--- src/sound_cpu_interrupt_latch_macros.svh ---
// assertion macros shared by the interrupt latch modules
`ifndef SOUND_CPU_INTERRUPT_LATCH_MACROS_SVH
`define SOUND_CPU_INTERRUPT_LATCH_MACROS_SVH

// same-cycle implication, checked outside reset
`define SCIL_CHECK(name, prop, msg) \
    name: assert property (@(posedge i_clk) disable iff (!i_rst_n) prop) else $error(msg);

// next-cycle implication, checked outside reset
`define SCIL_CHECK_NEXT(name, ante, cons, msg) \
    name: assert property (@(posedge i_clk) disable iff (!i_rst_n) ante |=> cons) else $error(msg);

`endif

--- src/scil_pkg.sv ---
// types and constants of the sound cpu interrupt latch
package scil_pkg;

    // access modes
    localparam logic [1:0] MODE_READ  = 2'd0;
    localparam logic [1:0] MODE_WRITE = 2'd1;
    localparam logic [1:0] MODE_TICK  = 2'd2;

    // register selects
    localparam logic [2:0] SEL_ENABLE  = 3'd0;
    localparam logic [2:0] SEL_PENDING = 3'd1;
    localparam logic [2:0] SEL_CLEAR   = 3'd2;
    localparam logic [2:0] SEL_LMAP0   = 3'd3;
    localparam logic [2:0] SEL_LMAP1   = 3'd4;
    localparam logic [2:0] SEL_LMAP2   = 3'd5;
    localparam logic [2:0] SEL_LEVEL   = 3'd6;
    localparam logic [2:0] SEL_ACCEPT  = 3'd7;

    // bit fields
    localparam logic [15:0] PEND_FIELD = 16'h07FF;
    localparam logic [15:0] SCPU_BIT   = 16'h0020;
    localparam logic [15:0] TICK_BIT   = 16'h0400;
    localparam logic [2:0]  TOP_LEVEL_BIT = 3'd7;

    localparam int NUM_LMAPS = 3;

    typedef struct packed {
        logic [1:0]  mode;
        logic [2:0]  reg_sel;
        logic [15:0] write_data;
        logic [15:0] write_mask;
    } t_in_item;

    typedef struct packed {
        logic [15:0] read_data;
        logic        fiq_line;
    } t_out_item;

endpackage

--- src/scil_core.sv ---
// interrupt state registers, register access decode and level evaluation
module scil_core (
    input  logic               i_clk,
    input  logic               i_rst_n,
    input  logic               i_fire,
    input  scil_pkg::t_in_item i_item,
    output scil_pkg::t_out_item o_result
);

    `include "sound_cpu_interrupt_latch_macros.svh"

    logic [15:0] r_en,  n_en;
    logic [15:0] r_pend, n_pend;
    logic [7:0]  r_lmap [scil_pkg::NUM_LMAPS];
    logic [7:0]  n_lmap [scil_pkg::NUM_LMAPS];
    logic        r_req, n_req;
    logic [2:0]  r_lvl, n_lvl;
    logic        r_fiq, n_fiq;

    logic [15:0] dm;
    logic        do_eval;
    logic [15:0] act;
    logic [2:0]  pos;
    logic [2:0]  lvl;
    logic [15:0] rd;
    logic        lmap_wr;
    logic [1:0]  lmap_idx;

    assign dm       = i_item.write_data & i_item.write_mask;
    assign lmap_wr  = (i_item.mode == scil_pkg::MODE_WRITE) &&
                      (i_item.reg_sel inside {scil_pkg::SEL_LMAP0, scil_pkg::SEL_LMAP1,
                                              scil_pkg::SEL_LMAP2});
    assign lmap_idx = 2'(i_item.reg_sel - scil_pkg::SEL_LMAP0);

    // register access: masked updates and read mux
    always_comb begin
        n_en    = r_en;
        n_pend  = r_pend;
        n_req   = r_req;
        n_lvl   = r_lvl;
        n_fiq   = r_fiq;
        do_eval = 1'b0;
        rd      = '0;
        for (int k = 0; k < scil_pkg::NUM_LMAPS; k++) begin
            n_lmap[k] = r_lmap[k];
        end
        case (i_item.mode)
            scil_pkg::MODE_READ: begin
                case (i_item.reg_sel)
                    scil_pkg::SEL_ENABLE:  rd = r_en;
                    scil_pkg::SEL_PENDING: rd = r_pend;
                    scil_pkg::SEL_LEVEL: begin
                        rd    = {13'd0, r_lvl};
                        n_fiq = 1'b0;
                    end
                    default: rd = '0;
                endcase
            end
            scil_pkg::MODE_WRITE: begin
                case (i_item.reg_sel)
                    scil_pkg::SEL_ENABLE: begin
                        n_en    = (r_en & ~i_item.write_mask) | dm;
                        do_eval = 1'b1;
                    end
                    scil_pkg::SEL_PENDING: begin
                        if ((dm & scil_pkg::SCPU_BIT) != '0) begin
                            n_pend = r_pend | scil_pkg::SCPU_BIT;
                        end
                        do_eval = 1'b1;
                    end
                    scil_pkg::SEL_CLEAR: begin
                        n_pend  = r_pend & ~dm;
                        do_eval = 1'b1;
                    end
                    scil_pkg::SEL_LMAP0, scil_pkg::SEL_LMAP1, scil_pkg::SEL_LMAP2: begin
                        do_eval = 1'b1;
                    end
                    scil_pkg::SEL_ACCEPT: begin
                        if (dm[0]) begin
                            n_req   = 1'b0;
                            do_eval = 1'b1;
                        end
                    end
                    default: do_eval = 1'b0;
                endcase
                if (lmap_wr) begin
                    n_lmap[lmap_idx] = (r_lmap[lmap_idx] & ~i_item.write_mask[7:0]) |
                                       dm[7:0];
                end
            end
            scil_pkg::MODE_TICK: begin
                n_pend  = r_pend | scil_pkg::TICK_BIT;
                do_eval = 1'b1;
            end
            default: rd = '0;
        endcase

        // lowest enabled pending bit, clamped to the top level bit
        act = n_en & n_pend & scil_pkg::PEND_FIELD;
        pos = scil_pkg::TOP_LEVEL_BIT;
        for (int i = 6; i >= 0; i--) begin
            if (act[i]) begin
                pos = 3'(i);
            end
        end
        for (int k = 0; k < scil_pkg::NUM_LMAPS; k++) begin
            lvl[k] = n_lmap[k][pos];
        end

        // on an evaluating item with enabled pending bits, latch a nonzero level when no request is outstanding
        if (do_eval && (act != '0) && !n_req && (lvl != '0)) begin
            n_req = 1'b1;
            n_lvl = lvl;
            n_fiq = 1'b1;
        end
    end

    // state registers
    always_ff @(posedge i_clk) begin
        if (!i_rst_n) begin
            r_en   <= '0;
            r_pend <= '0;
            r_req  <= 1'b0;
            r_lvl  <= '0;
            r_fiq  <= 1'b0;
            for (int k = 0; k < scil_pkg::NUM_LMAPS; k++) begin
                r_lmap[k] <= '0;
            end
        end else if (i_fire) begin
            r_en   <= n_en;
            r_pend <= n_pend;
            r_req  <= n_req;
            r_lvl  <= n_lvl;
            r_fiq  <= n_fiq;
            for (int k = 0; k < scil_pkg::NUM_LMAPS; k++) begin
                r_lmap[k] <= n_lmap[k];
            end
        end
    end

    assign o_result.read_data = rd;
    assign o_result.fiq_line  = n_fiq;

    // checks
    `SCIL_CHECK(a_req_rise_fiq, $rose(r_req) |-> r_fiq, "request raised without fiq")
    `SCIL_CHECK(a_fiq_rise_lvl, $rose(r_fiq) |-> (r_lvl != 3'd0) && r_req, "fiq raised without level")
    `SCIL_CHECK_NEXT(a_idle_hold, !i_fire, $stable(r_pend) && $stable(r_en), "state moved without item")

endmodule

--- src/sound_cpu_interrupt_latch.sv ---
// top level of the sound cpu interrupt latch: input stage, core and result register
//
//  channel | direction | handshake                 | payload
//  in      | input     | i_in_valid / o_in_stall   | i_in_item  (scil_pkg::t_in_item)
//  out     | output    | o_out_valid / i_out_stall | o_out_item (scil_pkg::t_out_item)
//
// one item per cycle while the output is not stalled; an item passes the input stage, then the result register
// the core evaluates an item combinationally between input stage and result register
// reset is synchronous, active low, and clears all interrupt state
// a stalled result holds the result register; the input stage still takes one more item
module sound_cpu_interrupt_latch (
    input  logic                i_clk,
    input  logic                i_rst_n,
    input  logic                i_in_valid,
    output logic                o_in_stall,
    input  scil_pkg::t_in_item  i_in_item,
    output logic                o_out_valid,
    input  logic                i_out_stall,
    output scil_pkg::t_out_item o_out_item
);

    `include "sound_cpu_interrupt_latch_macros.svh"

    logic                r_in_valid;
    scil_pkg::t_in_item  r_in_item;
    logic                r_out_valid;
    scil_pkg::t_out_item r_out_item;
    scil_pkg::t_out_item core_result;
    logic                advance;
    logic                in_take;

    // stage moves on when the result register is free or being emptied
    assign advance    = r_in_valid && (!r_out_valid || !i_out_stall);
    assign o_in_stall = r_in_valid && !advance;
    assign in_take    = i_in_valid && !o_in_stall;

    // input stage
    always_ff @(posedge i_clk) begin
        if (!i_rst_n) begin
            r_in_valid <= 1'b0;
        end else if (in_take) begin
            r_in_valid <= 1'b1;
        end else if (advance) begin
            r_in_valid <= 1'b0;
        end
    end

    always_ff @(posedge i_clk) begin
        if (in_take) begin
            r_in_item <= i_in_item;
        end
    end

    scil_core u_core (
        .i_clk    (i_clk),
        .i_rst_n  (i_rst_n),
        .i_fire   (advance),
        .i_item   (r_in_item),
        .o_result (core_result)
    );

    // result register
    always_ff @(posedge i_clk) begin
        if (!i_rst_n) begin
            r_out_valid <= 1'b0;
        end else if (advance) begin
            r_out_valid <= 1'b1;
        end else if (!i_out_stall) begin
            r_out_valid <= 1'b0;
        end
    end

    always_ff @(posedge i_clk) begin
        if (advance) begin
            r_out_item <= core_result;
        end
    end

    assign o_out_valid = r_out_valid;
    assign o_out_item  = r_out_item;

    // checks
    `SCIL_CHECK(a_stall_has_item, o_in_stall |-> r_in_valid, "stall without a held item")
    `SCIL_CHECK_NEXT(a_blocked_holds, r_in_valid && r_out_valid && i_out_stall, r_in_valid && $stable(r_in_item), "held item lost")
    `SCIL_CHECK_NEXT(a_advance_fills, advance, r_out_valid, "result not registered")

endmodule
--- config.mk ---
export PLATFORM = sky130hd
export DESIGN_NAME = sound_cpu_interrupt_latch
export DESIGN_NICKNAME = d
export VERILOG_FILES = /design/src/scil_pkg.sv /design/src/scil_core.sv /design/src/sound_cpu_interrupt_latch.sv
export VERILOG_INCLUDE_DIRS = /design/src /design/src/src
export SDC_FILE = /design/constraint.sdc
export NUM_CORES = 1
export LEC_CHECK = 0
export ABC_AREA = 0
export BUFFER_PORTS_ARGS = -buffer_cell sky130_fd_sc_hd__clkbuf_2
export CAP_MARGIN = 20
export CORE_UTILIZATION = 59
export DETAILED_ROUTE_END_ITERATION = 7
export GPL_TIMING_DRIVEN = 0
export HOLD_SLACK_MARGIN = 0.08
export PLACE_DENSITY_LB_ADDON = 0.08
export SLEW_MARGIN = 25
export SYNTH_ARGS = -nofsm -noshare
export SYNTH_HDL_FRONTEND = slang
export SYNTH_SLANG_ARGS = --single-unit
--- constraint.sdc ---
create_clock -name i_clk -period 4.38 [get_ports i_clk]
set_input_delay 0.219 -clock i_clk [delete_from_list [all_inputs] [get_ports i_clk]]
set_output_delay 0.219 -clock i_clk [all_outputs]
set_load 0.02 [all_outputs]
==> results.md <==
- Part of the cycle the worst path needs: 96.5%
- CTS Buffer Depth: 2
- DR vias: 5032
- Gate Count Post-Synth: 549
- Hold path depth: 3
- CTS HTree Levels: 4
- Final Net Count: 716
- Worst reg2reg endpoint: o_out_item[0]
- I/O pin count: 60
- Max Clock Freq: 237 MHz
- Avg WL per Cell: 20.3 um
- Synthesized cell area: 0.00575 sq mm
- Row count: 35
- Kind of critical path: register to register
- Share of layout cells above drive strength 1: 17.8%
- Number of routed nets with antenna violations: 0
- LEAKAGE: 2.77 nW
- Layout area overhead: 26.5%
- Clock share of power: 48.7%
- Peak VDD IR: 371 uV
- # setup viols final: 0
- Pre-antenna DRT Iters: 7
- CP Capture Type: register
- Post-synth ARST share: 0%
- Largest net degree at the start of global routing: 27
- Internal power: 2.23 mW
- Unrepaired setup endpoints after global routing: false
- Final WL: 16400 um
- Startpoint types: register
- Least-Margin Pin Slew: 1.01 ns
- Crit path max fanout: 10
- P per Cell Area: 404 mW/mm^2
- Net Sw Frac: 24.3%
- Total grt overflow: 0
- Placed cell area: 0.00624 sq mm
- Synth Area per Inst: 10.5 sq um
- Clk_skew: 0.00860 ns
- Post-synthesis sequential area ratio: 54.3%
- Clock latency on the worst-skew pair: 0.52 ns
- GRT Util Overall: 34.1%
- Max-slew headroom: 32.2%
- Register-to-register path setup slack: 0.16 ns
- CP required: 4.65 ns
- Slowest stage delay, CP: 0.50 ns
- Gpl congestion: 0.921
- Logic pwr share: 8.5%
- Worst-case reg-to-reg path depth: 13
- IO Port Bufs: 58
- Reg-to-Reg Start: r_in_item[32]
- Post-synth top flop: edfxtp_1
- Critical-path top delay cell: edfxtp_1
- Clock root buffer: clkbuf_8
- CTS sink count: 117
- Status: finished clean
- Reg power frac: 42.9%
- Hpwl dp: 10600 um
- # DRC: 0
- Reg clk slew, reported paths: 0.06 ns
- Hold_sp: i_rst_n
- Flops & latches, synth: 117
- Syn nets: 599
- CP Cell Sequence: clkbuf_2, inv_1, ha_1, or3b_4, clkbuf_1, o21a_1, o211a_1, nor4_4, nand2_1, a211oi_1, a211o_1, nand3_1, a22o_1
- Initial Util: 61.7%
- Crit path DAT: 4.50 ns
- Sw power: 0.715 mW
- Number of library cell types mapped by synthesis: 58
- Synth warn: 0
- Initial antenna violation count: 0
- Post-CTS Setup Bufs: 0
- 1st-iter DRT viols: 580
- Overall die area: 0.0101 sq mm
- Worst Setup SP: r_in_item[32]
- Fin. Hold Viols: 0
- Worst hold-check path type: input port to register
- Vias in the first global route: 4806
- Diode count: 0
- Layout Utilization: 78.0%
- Design Area, Final: 0.00728 sq mm
- TritonCTS Buffers: 17
- Tmin final: 4.22 ns
- EDFF count, synth: 78
- CTS tree: done
- First-pass GRT wire length: 25200 um
- Core Box Area: 0.00933 sq mm
- Vias/cell: 6.23
- Die width: 101 um
- WHS Endpoint: u_core.r_lvl[2]
- Max Slew Vio Count: 0
- Max cap viols: 0
- Die H: 101 um
## state kept, by name, indices dropped and copies added (netlist names), 3 cells and up, named ones only
signal	cells
o_out_item	17
r_in_item	37
u_core.r_en	11
u_core.r_lmap	24
u_core.r_lvl	3
u_core.r_pend	16
## worst max-delay path by stage
stage                    end  slack, ns  depth (start not counted)
6_report       o_out_item[0]       0.16                         13
3_5_place_dp   o_out_item[0]      -0.06                         12
3_3_place_gp   o_out_item[0]       0.06                         12
2_1_floorplan   u_core.r_req       0.76                         15
4_1_cts        o_out_item[0]       0.13                         12
5_1_grt        o_out_item[0]       0.03                         15
## through the flow
step                      setup slack (ns)  total power, mW  instances  setup TNS, ns  hold WS [ns]
after floorplan                      0.763             1.40        549              0         0.318
after global placement              0.0618             1.48        736              0         0.395
after detailed placement           -0.0551             1.49        737        -0.0551         0.398
after CTS                            0.129             2.93        808              0        0.0996
after global routing                0.0262             3.01        808              0         0.135
final                                0.155             2.94        808              0         0.109
## synth_stat cells (all sizes together), types with 2 or more instances
cell type / n / area [sq um]
a211o: 4 / 35.0
a211oi: 6 / 45.0
a21oi: 38 / 194
a22oi: 21 / 158
a31oi: 6 / 37.5
and2: 6 / 37.5
and3: 3 / 18.8
buf: 7 / 38.8
clkbuf: 24 / 90.1
dfxtp: 39 / 781
edfxtp: 78 / 2340
ha: 9 / 113
inv: 8 / 30.0
mux2: 13 / 154
mux2i: 25 / 250
nand2: 86 / 323
nand2b: 3 / 18.8
nand3: 25 / 125
nand4: 2 / 12.5
nand4b: 5 / 43.8
nor2: 35 / 131
nor2b: 28 / 175
o2111a: 2 / 22.5
o211a: 6 / 60.1
o211ai: 10 / 80.1
o21a: 4 / 30.0
o21ai: 26 / 130
o311a: 5 / 50.1
o311ai: 3 / 33.8
or3b: 2 / 20.0
## layout make-up
cell class | instances | area, sq um
clock buffers | 19 | 442
repair buffers | 98 | 708
inverters | 8 | 30.0
fillers | 617 | 2050
plain buffers | 31 | 131
multi-input cells | 393 | 2510
clock inverters | 13 | 174
well taps | 129 | 161
flip-flops and latches | 117 | 3120
## kinds of logic after synthesis
logic type,count (synthesis),synth area share [%]
adders and majority gates,9,1.96
AOI/OAI and AO/OA,144,17.3
buffers and inverters,39,2.76
and+or+nand+nor,202,16.6
muxes,38,7.03
DFF,117,54.3
## timing repair
action,4_1_cts,5_1_grt
pin swaps,0,0
endpoints found under the hold margin,39,0
setup endpoints to repair,2,5
hold buffers,39,0
gates resized for setup,2,3
## metal layers
metal	vias up	wire (um)	global-route usage (%)
li1	2277	-	-
met1	2377	6690	46.3
met2	342	7610	52.8
met3	36	1660	7.35
met4	0	396	14.8
met5	-	0	0
## critical path, delay by kind of cell, from the launching register on
family,cells,cell delay [ns]
AOI/OAI and AO/OA,5,1.39
and+or+nand+nor,4,1.06
buffers and inverters,3,0.77
DFF,1,0.50
adders and majority gates,1,0.25
## power by group through the flow
stage	sequential, mW	clock, mW	combinational, mW
final	1.26	1.43	0.249
after CTS	1.26	1.43	0.237
after floorplan	1.28	0	0.125
after detailed placement	1.28	0	0.208
after global placement	1.28	0	0.200
after global routing	1.26	1.48	0.265
## cell usage in the layout, fill, tap and decap left out, types with 4 or more instances in the layout
cell	n
nand2_1	86
edfxtp_1	78
clkbuf_2	59
dfxtp_1	39
dlygate4sd3_1	39
a21oi_1	37
nor2_1	35
nor2b_1	27
o21ai_0	26
nand3_1	25
mux2i_1	25
clkbuf_1	23
a22oi_1	21
clkbuf_16	16
mux2_2	11
o211ai_1	9
ha_1	9
inv_1	8
o211a_1	6
a31oi_1	6
a211oi_1	6
clkinv_4	6
buf_2	5
and2_1	5
nand4b_1	5
o311a_1	5
o21a_1	4
a211o_1	4
(Power assumes the default switching activity.)
